--- src/rtl/assert_macros.svh ---
// Assertion helpers shared by the RTL.
`ifndef ASSERT_MACROS_SVH
`define ASSERT_MACROS_SVH

// Checked on every rising edge outside reset.
`define TDAT_ASSERT(label, clk, rst_n, prop, msg) \
	label: assert property (@(posedge clk) disable iff (!rst_n) prop) else $error(msg);

// Checked on every rising edge, reset included.
`define TDAT_ASSERT_ALWAYS(label, clk, prop, msg) \
	label: assert property (@(posedge clk) prop) else $error(msg);

`endif

--- src/rtl/tdat_pkg.sv ---
package tdat_pkg;

	localparam int unsigned MAX_HOUR   = 23;
	localparam int unsigned MAX_MINUTE = 59;
	localparam int unsigned FIRED_W    = 8;

	typedef enum logic [1:0] {
		MODE_TICK   = 2'd0,
		MODE_ADD    = 2'd1,
		MODE_REMOVE = 2'd2,
		MODE_READ   = 2'd3
	} mode_t;

	typedef enum logic [1:0] {
		STAT_OK      = 2'd0,
		STAT_FULL    = 2'd1,
		STAT_BAD_TIM = 2'd2,
		STAT_NO_IDX  = 2'd3
	} status_t;

	typedef struct packed {
		logic [4:0] hour;
		logic [5:0] minute;
		logic       rep;
		logic       en;
		logic       trig;
	} entry_t;

	typedef enum logic [2:0] {
		ST_IDLE,
		ST_DECODE,
		ST_TICK_RD,
		ST_TICK_WR,
		ST_REM_RD,
		ST_REM_WR,
		ST_READ_RD,
		ST_DONE
	} state_t;

	// Controller to datapath commands
	typedef struct packed {
		logic cap;       // latch the accepted beat, clear result
		logic mem_rd;    // read table at pointer (or pointer + 1)
		logic rd_next;   // read address is pointer + 1
		logic tick_wr;   // match/re-arm the read entry, write back
		logic copy_wr;   // write read entry one place down
		logic add_do;    // check and append a new entry
		logic rem_fin;   // drop the last entry
		logic read_out;  // present the read entry
		logic set_no_idx;
		logic ptr_inc;
	} cmd_t;

	// Datapath to controller status
	typedef struct packed {
		mode_t mode;
		logic  idx_ok;     // index below entry count
		logic  cur_out;    // pointer at or past the entry count
		logic  next_out;   // pointer + 1 at or past the entry count
		logic  next2_out;  // pointer + 2 at or past the entry count
	} stat_t;

endpackage

--- src/rtl/tdat_ctrl.sv ---
`include "assert_macros.svh"

module tdat_ctrl (
	input  logic           clk,
	input  logic           arst_n,
	input  logic           start,
	output logic           busy,
	output logic           done,
	input  tdat_pkg::stat_t st,
	output tdat_pkg::cmd_t  cmd
);

	tdat_pkg::state_t state_q, state_d;

	// State register
	always_ff @(posedge clk or negedge arst_n) begin
		if (!arst_n) begin
			state_q <= tdat_pkg::ST_IDLE;
		end else begin
			state_q <= state_d;
		end
	end

	// Next state and commands
	always_comb begin
		state_d = state_q;
		cmd     = '0;
		busy    = 1'b1;
		done    = 1'b0;
		case (state_q)
			tdat_pkg::ST_IDLE: begin
				busy = 1'b0;
				if (start) begin
					cmd.cap = 1'b1;
					state_d = tdat_pkg::ST_DECODE;
				end
			end
			tdat_pkg::ST_DECODE: begin
				case (st.mode)
					tdat_pkg::MODE_TICK: begin
						state_d = st.cur_out ? tdat_pkg::ST_DONE : tdat_pkg::ST_TICK_RD;
					end
					tdat_pkg::MODE_ADD: begin
						cmd.add_do = 1'b1;
						state_d    = tdat_pkg::ST_DONE;
					end
					tdat_pkg::MODE_REMOVE: begin
						if (!st.idx_ok) begin
							cmd.set_no_idx = 1'b1;
							state_d        = tdat_pkg::ST_DONE;
						end else if (st.next_out) begin
							cmd.rem_fin = 1'b1;
							state_d     = tdat_pkg::ST_DONE;
						end else begin
							state_d = tdat_pkg::ST_REM_RD;
						end
					end
					default: begin
						if (!st.idx_ok) begin
							cmd.set_no_idx = 1'b1;
							state_d        = tdat_pkg::ST_DONE;
						end else begin
							// pointer already holds the index; start the table read
							cmd.mem_rd = 1'b1;
							state_d    = tdat_pkg::ST_READ_RD;
						end
					end
				endcase
			end
			tdat_pkg::ST_TICK_RD: begin
				cmd.mem_rd = 1'b1;
				state_d    = tdat_pkg::ST_TICK_WR;
			end
			tdat_pkg::ST_TICK_WR: begin
				cmd.tick_wr = 1'b1;
				if (st.next_out) begin
					state_d = tdat_pkg::ST_DONE;
				end else begin
					cmd.ptr_inc = 1'b1;
					state_d     = tdat_pkg::ST_TICK_RD;
				end
			end
			tdat_pkg::ST_REM_RD: begin
				cmd.mem_rd  = 1'b1;
				cmd.rd_next = 1'b1;
				state_d     = tdat_pkg::ST_REM_WR;
			end
			tdat_pkg::ST_REM_WR: begin
				cmd.copy_wr = 1'b1;
				cmd.ptr_inc = 1'b1;
				if (st.next2_out) begin
					cmd.rem_fin = 1'b1;
					state_d     = tdat_pkg::ST_DONE;
				end else begin
					state_d = tdat_pkg::ST_REM_RD;
				end
			end
			tdat_pkg::ST_READ_RD: begin
				// read data is in its register now; move it to the result
				cmd.read_out = 1'b1;
				state_d      = tdat_pkg::ST_DONE;
			end
			tdat_pkg::ST_DONE: begin
				done    = 1'b1;
				state_d = tdat_pkg::ST_IDLE;
			end
			default: begin
				state_d = tdat_pkg::ST_IDLE;
			end
		endcase
	end

	`TDAT_ASSERT(a_done_one_cycle, clk, arst_n, done |=> !done, "result strobe held longer than one cycle")
	`TDAT_ASSERT(a_accept_goes_busy, clk, arst_n, (start && !busy) |=> (busy && !done), "accepted beat did not start work")

endmodule

--- src/rtl/tdat_dpath.sv ---
`include "assert_macros.svh"

module tdat_dpath #(
	parameter int unsigned TABLE_DEPTH = 8
) (
	input  logic             clk,
	input  logic             arst_n,
	input  tdat_pkg::cmd_t   cmd,
	output tdat_pkg::stat_t  st,
	input  logic [1:0]       mode,
	input  logic [4:0]       hour,
	input  logic [5:0]       minute,
	input  logic             repeat_req,
	input  logic [2:0]       index,
	output logic [1:0]       status,
	output logic [7:0]       fired_mask,
	output logic [3:0]       entry_count,
	output logic [4:0]       entry_hour,
	output logic [5:0]       entry_minute,
	output logic             entry_repeat,
	output logic             entry_enabled,
	output logic             entry_triggered
);

	localparam int unsigned AW = (TABLE_DEPTH > 1) ? $clog2(TABLE_DEPTH) : 1;
	localparam int unsigned CW = $clog2(TABLE_DEPTH + 1);
	// compare width also holds the full 3-bit index
	localparam int unsigned XW = (CW > 3) ? CW + 1 : 4;

	// Latched beat
	tdat_pkg::mode_t mode_q;
	logic [4:0]      hour_q;
	logic [5:0]      minute_q;
	logic            rep_q;
	logic [2:0]      idx_q;

	logic [CW-1:0]   count_q;
	logic [AW-1:0]   ptr_q;
	tdat_pkg::entry_t mem_q [TABLE_DEPTH];
	tdat_pkg::entry_t rd_data_q;

	tdat_pkg::status_t status_q;
	logic [tdat_pkg::FIRED_W-1:0] fired_q;
	tdat_pkg::entry_t out_q;

	logic [XW-1:0] ptr_x, ptr1_x, ptr2_x, cnt_x;
	logic          add_full, add_bad;
	logic          match;
	tdat_pkg::entry_t tick_e;
	logic          mem_we;
	logic [AW-1:0] wr_addr, rd_addr;
	tdat_pkg::entry_t wr_data;

	// Pointer and count compares
	assign ptr_x  = XW'(ptr_q);
	assign ptr1_x = ptr_x + XW'(1);
	assign ptr2_x = ptr_x + XW'(2);
	assign cnt_x  = XW'(count_q);

	assign st.mode      = mode_q;
	assign st.idx_ok    = XW'(idx_q) < cnt_x;
	assign st.cur_out   = ptr_x >= cnt_x;
	assign st.next_out  = ptr1_x >= cnt_x;
	assign st.next2_out = ptr2_x >= cnt_x;

	// Add checks: full before time range
	assign add_full = cnt_x >= XW'(TABLE_DEPTH);
	assign add_bad  = (32'(hour_q) > tdat_pkg::MAX_HOUR) ||
	                  (32'(minute_q) > tdat_pkg::MAX_MINUTE);

	// Tick update of the entry just read
	assign match = (rd_data_q.hour == hour_q) && (rd_data_q.minute == minute_q);
	always_comb begin
		tick_e = rd_data_q;
		if (rd_data_q.en) begin
			if (match) begin
				if (!rd_data_q.trig) begin
					tick_e.trig = 1'b1;
					if (!rd_data_q.rep) begin
						tick_e.en = 1'b0;
					end
				end
			end else begin
				tick_e.trig = 1'b0;
			end
		end
	end

	// Table write port
	always_comb begin
		mem_we  = 1'b0;
		wr_addr = ptr_q;
		wr_data = rd_data_q;
		if (cmd.tick_wr) begin
			mem_we  = 1'b1;
			wr_data = tick_e;
		end else if (cmd.copy_wr) begin
			mem_we = 1'b1;
		end else if (cmd.add_do && !add_full && !add_bad) begin
			mem_we  = 1'b1;
			wr_addr = AW'(count_q);
			wr_data = '{hour: hour_q, minute: minute_q, rep: rep_q, en: 1'b1, trig: 1'b0};
		end
	end

	assign rd_addr = cmd.rd_next ? AW'(ptr1_x) : ptr_q;

	// Table storage, registered read
	always_ff @(posedge clk) begin
		if (mem_we) begin
			mem_q[wr_addr] <= wr_data;
		end
		if (cmd.mem_rd) begin
			rd_data_q <= mem_q[rd_addr];
		end
	end

	// Entry count and walk pointer
	always_ff @(posedge clk or negedge arst_n) begin
		if (!arst_n) begin
			count_q <= '0;
			ptr_q   <= '0;
		end else begin
			if (cmd.add_do && !add_full && !add_bad) begin
				count_q <= count_q + CW'(1);
			end else if (cmd.rem_fin) begin
				count_q <= count_q - CW'(1);
			end
			if (cmd.cap) begin
				ptr_q <= (tdat_pkg::mode_t'(mode) == tdat_pkg::MODE_TICK) ? '0 : AW'(index);
			end else if (cmd.ptr_inc) begin
				ptr_q <= ptr_q + AW'(1);
			end
		end
	end

	// Beat latch and result registers
	always_ff @(posedge clk) begin
		if (cmd.cap) begin
			mode_q   <= tdat_pkg::mode_t'(mode);
			hour_q   <= hour;
			minute_q <= minute;
			rep_q    <= repeat_req;
			idx_q    <= index;
			status_q <= tdat_pkg::STAT_OK;
			fired_q  <= '0;
			out_q    <= '0;
		end else begin
			if (cmd.add_do) begin
				if (add_full) begin
					status_q <= tdat_pkg::STAT_FULL;
				end else if (add_bad) begin
					status_q <= tdat_pkg::STAT_BAD_TIM;
				end
			end
			if (cmd.set_no_idx) begin
				status_q <= tdat_pkg::STAT_NO_IDX;
			end
			// only the first eight positions show in the mask
			if (cmd.tick_wr && rd_data_q.en && match && !rd_data_q.trig &&
			    (int'(ptr_q) < tdat_pkg::FIRED_W)) begin
				fired_q[3'(ptr_q)] <= 1'b1;
			end
			if (cmd.read_out) begin
				out_q <= rd_data_q;
			end
		end
	end

	assign status          = status_q;
	assign fired_mask      = fired_q;
	assign entry_count     = 4'(count_q);
	assign entry_hour      = out_q.hour;
	assign entry_minute    = out_q.minute;
	assign entry_repeat    = out_q.rep;
	assign entry_enabled   = out_q.en;
	assign entry_triggered = out_q.trig;

	`TDAT_ASSERT(a_count_bound, clk, arst_n, cnt_x <= XW'(TABLE_DEPTH), "entry count above table depth")
	`TDAT_ASSERT(a_tick_keeps_count, clk, arst_n, cmd.tick_wr |=> $stable(count_q), "tick changed the entry count")

endmodule

--- src/rtl/time_of_day_alarm_table.sv ---
// Hour:minute alarm table.
// Command channel: a beat (mode, hour, minute, repeat_req, index) is taken on
// a rising edge with start high and busy low. busy stays high until the
// result has been shown.
// Result channel: done is high for exactly one cycle with status, fired_mask,
// entry_count and the entry_* fields valid in that cycle. The receiver
// cannot stall; the result fields hold until the next beat is accepted.
// Work per beat, before start can be taken again:
//   add, read, and remove past the end or of the last entry: no table walk;
//   remove at index i: walk over entries i+1 to count-1; tick: walk over all entries.
// Each step of the table walk reads one entry and then writes one entry,
// in separate controller states.
// Reset clears the entry count and the controller; table contents are not
// cleared, since entries at or past the count are never seen.
`include "assert_macros.svh"

module time_of_day_alarm_table #(
	parameter int unsigned TABLE_DEPTH = 8
) (
	input  logic       clk,
	input  logic       arst_n,
	input  logic       start,
	output logic       busy,
	output logic       done,
	input  logic [1:0] mode,
	input  logic [4:0] hour,
	input  logic [5:0] minute,
	input  logic       repeat_req,
	input  logic [2:0] index,
	output logic [1:0] status,
	output logic [7:0] fired_mask,
	output logic [3:0] entry_count,
	output logic [4:0] entry_hour,
	output logic [5:0] entry_minute,
	output logic       entry_repeat,
	output logic       entry_enabled,
	output logic       entry_triggered
);

	tdat_pkg::cmd_t  cmd;
	tdat_pkg::stat_t st;

	tdat_ctrl u_ctrl (
		.clk    (clk),
		.arst_n (arst_n),
		.start  (start),
		.busy   (busy),
		.done   (done),
		.st     (st),
		.cmd    (cmd)
	);

	tdat_dpath #(
		.TABLE_DEPTH (TABLE_DEPTH)
	) u_dpath (
		.clk             (clk),
		.arst_n          (arst_n),
		.cmd             (cmd),
		.st              (st),
		.mode            (mode),
		.hour            (hour),
		.minute          (minute),
		.repeat_req      (repeat_req),
		.index           (index),
		.status          (status),
		.fired_mask      (fired_mask),
		.entry_count     (entry_count),
		.entry_hour      (entry_hour),
		.entry_minute    (entry_minute),
		.entry_repeat    (entry_repeat),
		.entry_enabled   (entry_enabled),
		.entry_triggered (entry_triggered)
	);

	`TDAT_ASSERT(a_done_while_busy, clk, arst_n, done |-> busy, "result strobe outside a busy period")
	`TDAT_ASSERT(a_done_then_idle, clk, arst_n, done |=> !busy, "not idle after the result beat")

endmodule

--- config.mk ---
export PLATFORM = sky130hd
export DESIGN_NAME = time_of_day_alarm_table
export DESIGN_NICKNAME = d
export VERILOG_FILES = /design/src/rtl/tdat_pkg.sv /design/src/rtl/tdat_ctrl.sv /design/src/rtl/tdat_dpath.sv /design/src/rtl/time_of_day_alarm_table.sv
export VERILOG_INCLUDE_DIRS = /design/src /design/src/rtl
export SDC_FILE = /design/constraint.sdc
export NUM_CORES = 1
export LEC_CHECK = 0
export ABC_AREA = 1
export BUFFER_PORTS_ARGS = -buffer_cell sky130_fd_sc_hd__buf_2
export CAP_MARGIN = 20
export CELL_PAD_IN_SITES_DETAIL_PLACEMENT = 1
export CELL_PAD_IN_SITES_GLOBAL_PLACEMENT = 1
export CORE_ASPECT_RATIO = 0.9
export CORE_MARGIN = 3
export CORE_UTILIZATION = 45
export DETAILED_ROUTE_END_ITERATION = 12
export PLACE_DENSITY = 0.77
export SKIP_CTS_REPAIR_TIMING = 1
export SYNTH_ARGS = -nofsm -noshare
export SYNTH_HDL_FRONTEND = slang
export SYNTH_SLANG_ARGS = --single-unit
--- constraint.sdc ---
create_clock -name clk -period 7.09 [get_ports clk]
set_input_delay 1.7725 -clock clk [delete_from_list [all_inputs] [get_ports clk]]
set_output_delay 1.7725 -clock clk [all_outputs]
set_load 0.02 [all_outputs]
* Word-level counts from Yosys, hierarchy flattened *
Memories as Yosys holds them, arrays and structs flattened. A register that Yosys moved wholly into a read port is not among the register bits.
Index checks and enable logic that the tools add are counted.

operators by class
  $add $sub $neg = 5
  multiply operators = 0
  div/mod/pow operators = 0
  $lt $le $gt $ge = 9
  eq/ne operators = 12
  shift-type cells = 0
  mux-type cells = 60
  bitwise gates (word level) = 1
  reduce and logical (&&, ||, !) cells = 22

operator list
  kind                 count
  $mux 14              3
  $mux 3               11
  $mux 1               30
  $pmux 3 s8           1
  $mux 2               8
  $eq 3x3->1 const B   4
  $ge 5x4->1           2
  $pmux 3 s3           1
  $mux 4               2
  $or 8x8->8           1
  $logic_and 1x1->1    7
  $eq 3x2->1 const B   2
  $eq 6x6->1           1
  $gt 6x6->1 const B   1
  $pmux 1 s2           3
  $reduce_bool 2->1    3
  $eq 5x5->1           1
  $gt 5x5->1 const B   1
  $add 3x1->4 const B  1
  $add 3x2->4 const B  1
  $add 4x1->4 const B  1
  $ge 3x4->1           1
  $ge 4x4->1 const B   1
  $logic_not 2->1      2
  17 further kinds     20

word-level totals
  register bits after elaboration = 51
  latch bits = 0
  bits in writable memories = 112
  bits in read-only memories = 0
  input port bits = 20
  output and inout bits = 30
  memories = 1

memory list
  memory         depth  width  rd ports  clocked after Yosys merged registers in  write ports  line              source
  u_dpath.mem_q  8      14     1         1                                        1            tdat_dpath.sv:39  tdat_pkg::entry_t mem_q [TABLE_DEPTH];

* Longest topological paths before layout *
  depth after elaboration = 10
  depth in mapped cells = 14
  mapped depth without buffers = 13

* Hierarchy *
Synthesis repeated with hierarchy kept, for this count alone.

second synthesis, totals
  cells, all modules = 735
  area, all modules = 8,021.4 sq um

modules (own cells, without submodules)
  module      instances  cells each  area an instance (sq um)  seq. area each (sq um)
  tdat_dpath  1          676         7,634.8                   4,949.7
  tdat_ctrl   1          59          386.6                     75.1

* Worst setup path before layout *
OpenSTA, ideal clock, no wires.

  path type = in2reg
  start point = input start
  end point = register u_dpath.hour_q[0], enable pin
  library setup time = 388 ps
  data arrival time = 2,815 ps
  data required time = 6,702 ps
  path slack = 3,887 ps
  cell stages on the path = 3
  buffers on the path = 1
  path through = nand3_1 > inv_1 > buf_1

RTL lines
  element                 line                           source
  start: declaration      time_of_day_alarm_table.sv:22  input logic start,
  end signal: assignment  tdat_dpath.sv:141              hour_q <= hour;
  end: declaration        tdat_dpath.sv:32               logic [4:0] hour_q;

* Final worst setup path *
  start point = register u_ctrl.state_q[2]
  end point = output done

on the way
  word-level cells in the longest chain between the ends = 2

RTL lines
  element                   line                           source
  start: declaration        tdat_ctrl.sv:13                tdat_pkg::state_t state_q, state_d;
  start signal: assignment  tdat_ctrl.sv:18                state_q <= tdat_pkg::ST_IDLE;
  start signal: assignment  tdat_ctrl.sv:20                state_q <= state_d;
  $eq 3x3->1                tdat_ctrl.sv:30                case (state_q)
  $mux 1                    tdat_ctrl.sv:30
  end: declaration          time_of_day_alarm_table.sv:24  output logic done,

Every way passes these cells.

==> flow_metrics.py <==
metrics = {
    "drt": {
        "viasPerCell": 5.10,
        "wl_met3_um": 711,
        "drc": 0,
        "m1WireLength_mm": 9.28,
        "antenna_left": 0,
        "drt_iter0_drc": 310,
        "routed_wl_mm": 21.4,
        "first_pass_iters": 5,
        "route.met2.wl_mm": 11.0,
        "vias": 6133,
        "top_layer_used": "met4",
        "wl_per_cell_um": 17.8,
    },
    "power_and_ir_drop": {
        "power.leakage_nw": 4.33,
        "power.density_nw_per_um2": 494,
        "irDropWorstVdd_uv": 229,
        "p_total_mw": 4.64,
    },
    "timing": {
        "setup-violations-final": 0,
        "timing.fmax_mhz": 322,
        "maxSlewHeadroom_pct": 27.2,
        "slew_viol_final": 0,
        "finClkSkew_ns": 0.0149,
        "worst_slack_ns": 3.99,
        "whs_ns": 0.456,
        "rsz0062_at_grt": "no",
        "timing.final.crit_share_pct": 43.8,
        "hold_viol_final": 0,
        "tns_ns": 0,
        "tightestPinTransition_ns": 1.08,
        "fin_crit_ns": 3.10,
    },
    "global_route": {
        "antenna_found_initial": 0,
        "grt_max_degree": 57,
        "grt_pass1_wl_mm": 33.5,
        "grt_overflow": 0,
        "grtUsageTotal_pct": 22.1,
        "grt_pass1_vias": 6396,
    },
    "floorplanning": {
        "die_area_um2": 20100,
        "die_h_um": 135,
        "die_x_um": 149,
        "ioPinCount": 50,
        "coreArea_um2": 17800,
        "start_util_pct": 46.5,
        "rows": 46,
    },
    "layout": {
        "final_cells": 1203,
        "n_antenna_cell": 0,
        "final_common_cell": "nand2_1",
        "final_nets": 994,
        "layout_common_cells": "nand2_1 (315), inv_1 (144), edfxtp_1 (143)",
        "drive_gt1_share_pct": 11.3,
        "fin_util_pct": 52.6,
        "final_cell_area_um2": 9390,
        "synthToLayoutAreaGrowth_pct": 13.3,
    },
    "hold_path": {
        "worstHoldPathType": "register to register",
        "hp-start": "u_dpath.fired_mask[2]",
    },
    "synth": {
        "synth_largest_area_cell": "edfxtp_1",
        "ys_seq_elements": 177,
        "synth-edff-count": 143,
        "synth_top_cells_by_area": "edfxtp_1 (52%), nand2_1 (14%), inv_1 (6.5%)",
        "syn_avg_cell_area_um2": 9.29,
        "yosysTopAreaCellShare_pct": 51.8,
        "seq_area_frac_synth_pct": 60.6,
        "postSynth.asyncResetShare_pct": 5.65,
        "synth_area_um2": 8290,
        "syn_inst": 892,
        "ys_types": 33,
        "syn_nets": 936,
        "yosysWarnings": 0,
        "yosys_most_used_dff": "edfxtp_1",
    },
    "clocking": {
        "cts.clk_slew.worst_paths_ns": 0.07,
        "clk_latency_ns": 0.44,
        "clockRootBuffer": "clkbuf_16",
        "cts_max_level": 4,
        "cts_buffers": 17,
        "cts_sinks": 177,
        "cts_tree": "done",
        "clock_path_buffers": 2,
    },
    "worst_setup_path": {
        "reg2reg_from": "u_dpath.ptr_q[0]",
        "start_kind": "register",
        "crit_path_end_kind": "primary output",
        "cp_max_fo": 7,
        "critical_path_class": "register to primary output",
        "critPathArrivalTime_ns": 1.33,
        "cp_data_required_time_ns": 5.32,
        "startpoint": "u_ctrl.state_q[2]",
    },
    "placement": {
        "place_ws_ns": 3.52,
        "placed_area_um2": 8790,
        "hpwl_mm": 13.7,
        "gp_congestion": 0.831,
        "io_buffer_count": 49,
        "dp_cells": 1169,
    },
    "run": {
        "cap_violations": 0,
    },
    "outcome": {
        "outcome": "finished clean",
    },
}
[worst max-delay path, cell delays in order (launching register included)]
cell	delay, ns
dfrtp_1	0.50
nand2_1	0.12
nor2_1	0.10
buf_2	0.17
[cells in the mapped netlist, types with 2 or more instances]
master / instances
dfrtp_1: 10
buf_6: 7
nand3_1: 42
ha_1: 23
nor2_1: 42
buf_2: 7
xnor2_1: 3
nand2_2: 3
a21oi_1: 24
edfxtp_1: 143
clkbuf_1: 7
o21ai_1: 16
inv_2: 2
buf_4: 5
nand2_1: 315
o31ai_1: 2
xor2_1: 2
o21ai_0: 40
dfxtp_1: 24
inv_1: 144
nand4_1: 18
o21ai_2: 2
[where the power goes]
part	internal, mW	switching [mW]	total, mW
Combinational	0.593	1.45	2.04
Sequential	1.53	0.157	1.69
Clock	0.487	0.415	0.903
Total	2.61	2.02	4.64
[path summary, 6_finish.rpt]
check,endpoint,slack [ns],depth (start not counted)
max in group asynchronous,u_dpath.entry_count[0],5.68,1
min,u_dpath.fired_mask[2],0.46,2
min in group asynchronous,u_ctrl.state_q[1],1.20,1
min reg2reg,u_dpath.fired_mask[2],0.46,2
max,done,3.99,3
max reg2reg,u_dpath.ptr_q[1],4.17,11
[cell families (layout without fill, tap and decap cells)]
logic type / Yosys count / count (layout) / share of synthesized area [%]
AND/OR/NAND/NOR: 425 / 425 / 20.7
flip-flops: 177 / 177 / 60.6
buffers and inverters: 174 / 245 / 8.85
AO/OA/AOI/OAI: 87 / 87 / 5.56
adder cells (fa/ha/maj): 24 / 24 / 3.71
XOR/XNOR: 5 / 5 / 0.528
[registers in the layout, indices dropped and copies added, names as in the netlist]
| register | count |
|---|---|
| u_dpath.mem_q | 112 |
| u_dpath.rd_data_q | 14 |
| u_dpath.fired_mask | 8 |
| u_dpath.entry_minute | 6 |
| u_dpath.minute_q | 6 |
| u_dpath.entry_hour | 5 |
| u_dpath.hour_q | 5 |
| u_dpath.entry_count | 4 |
| u_ctrl.state_q | 3 |
| u_dpath.idx_q | 3 |
| u_dpath.ptr_q | 3 |
| u_dpath.mode_q | 2 |
| u_dpath.status | 2 |
| u_dpath.entry_enabled | 1 |
| u_dpath.entry_repeat | 1 |
| u_dpath.entry_triggered | 1 |
| u_dpath.rep_q | 1 |
[cell type report]
class	count	area, um2
repair buffers	66	393
multi-input cells	541	2550
clock buffers	21	472
clock inverters	11	91.3
flip-flops and latches	177	5020
well taps	240	300
fillers	2065	8460
inverters	147	552
[layer usage]
layer,track usage [%],up-vias
met5,0,-
met4,7.73,0
met3,3.59,26
met2,38.8,108
met1,27.7,3019
li1,-,2980
(Power assumes the default switching activity.)
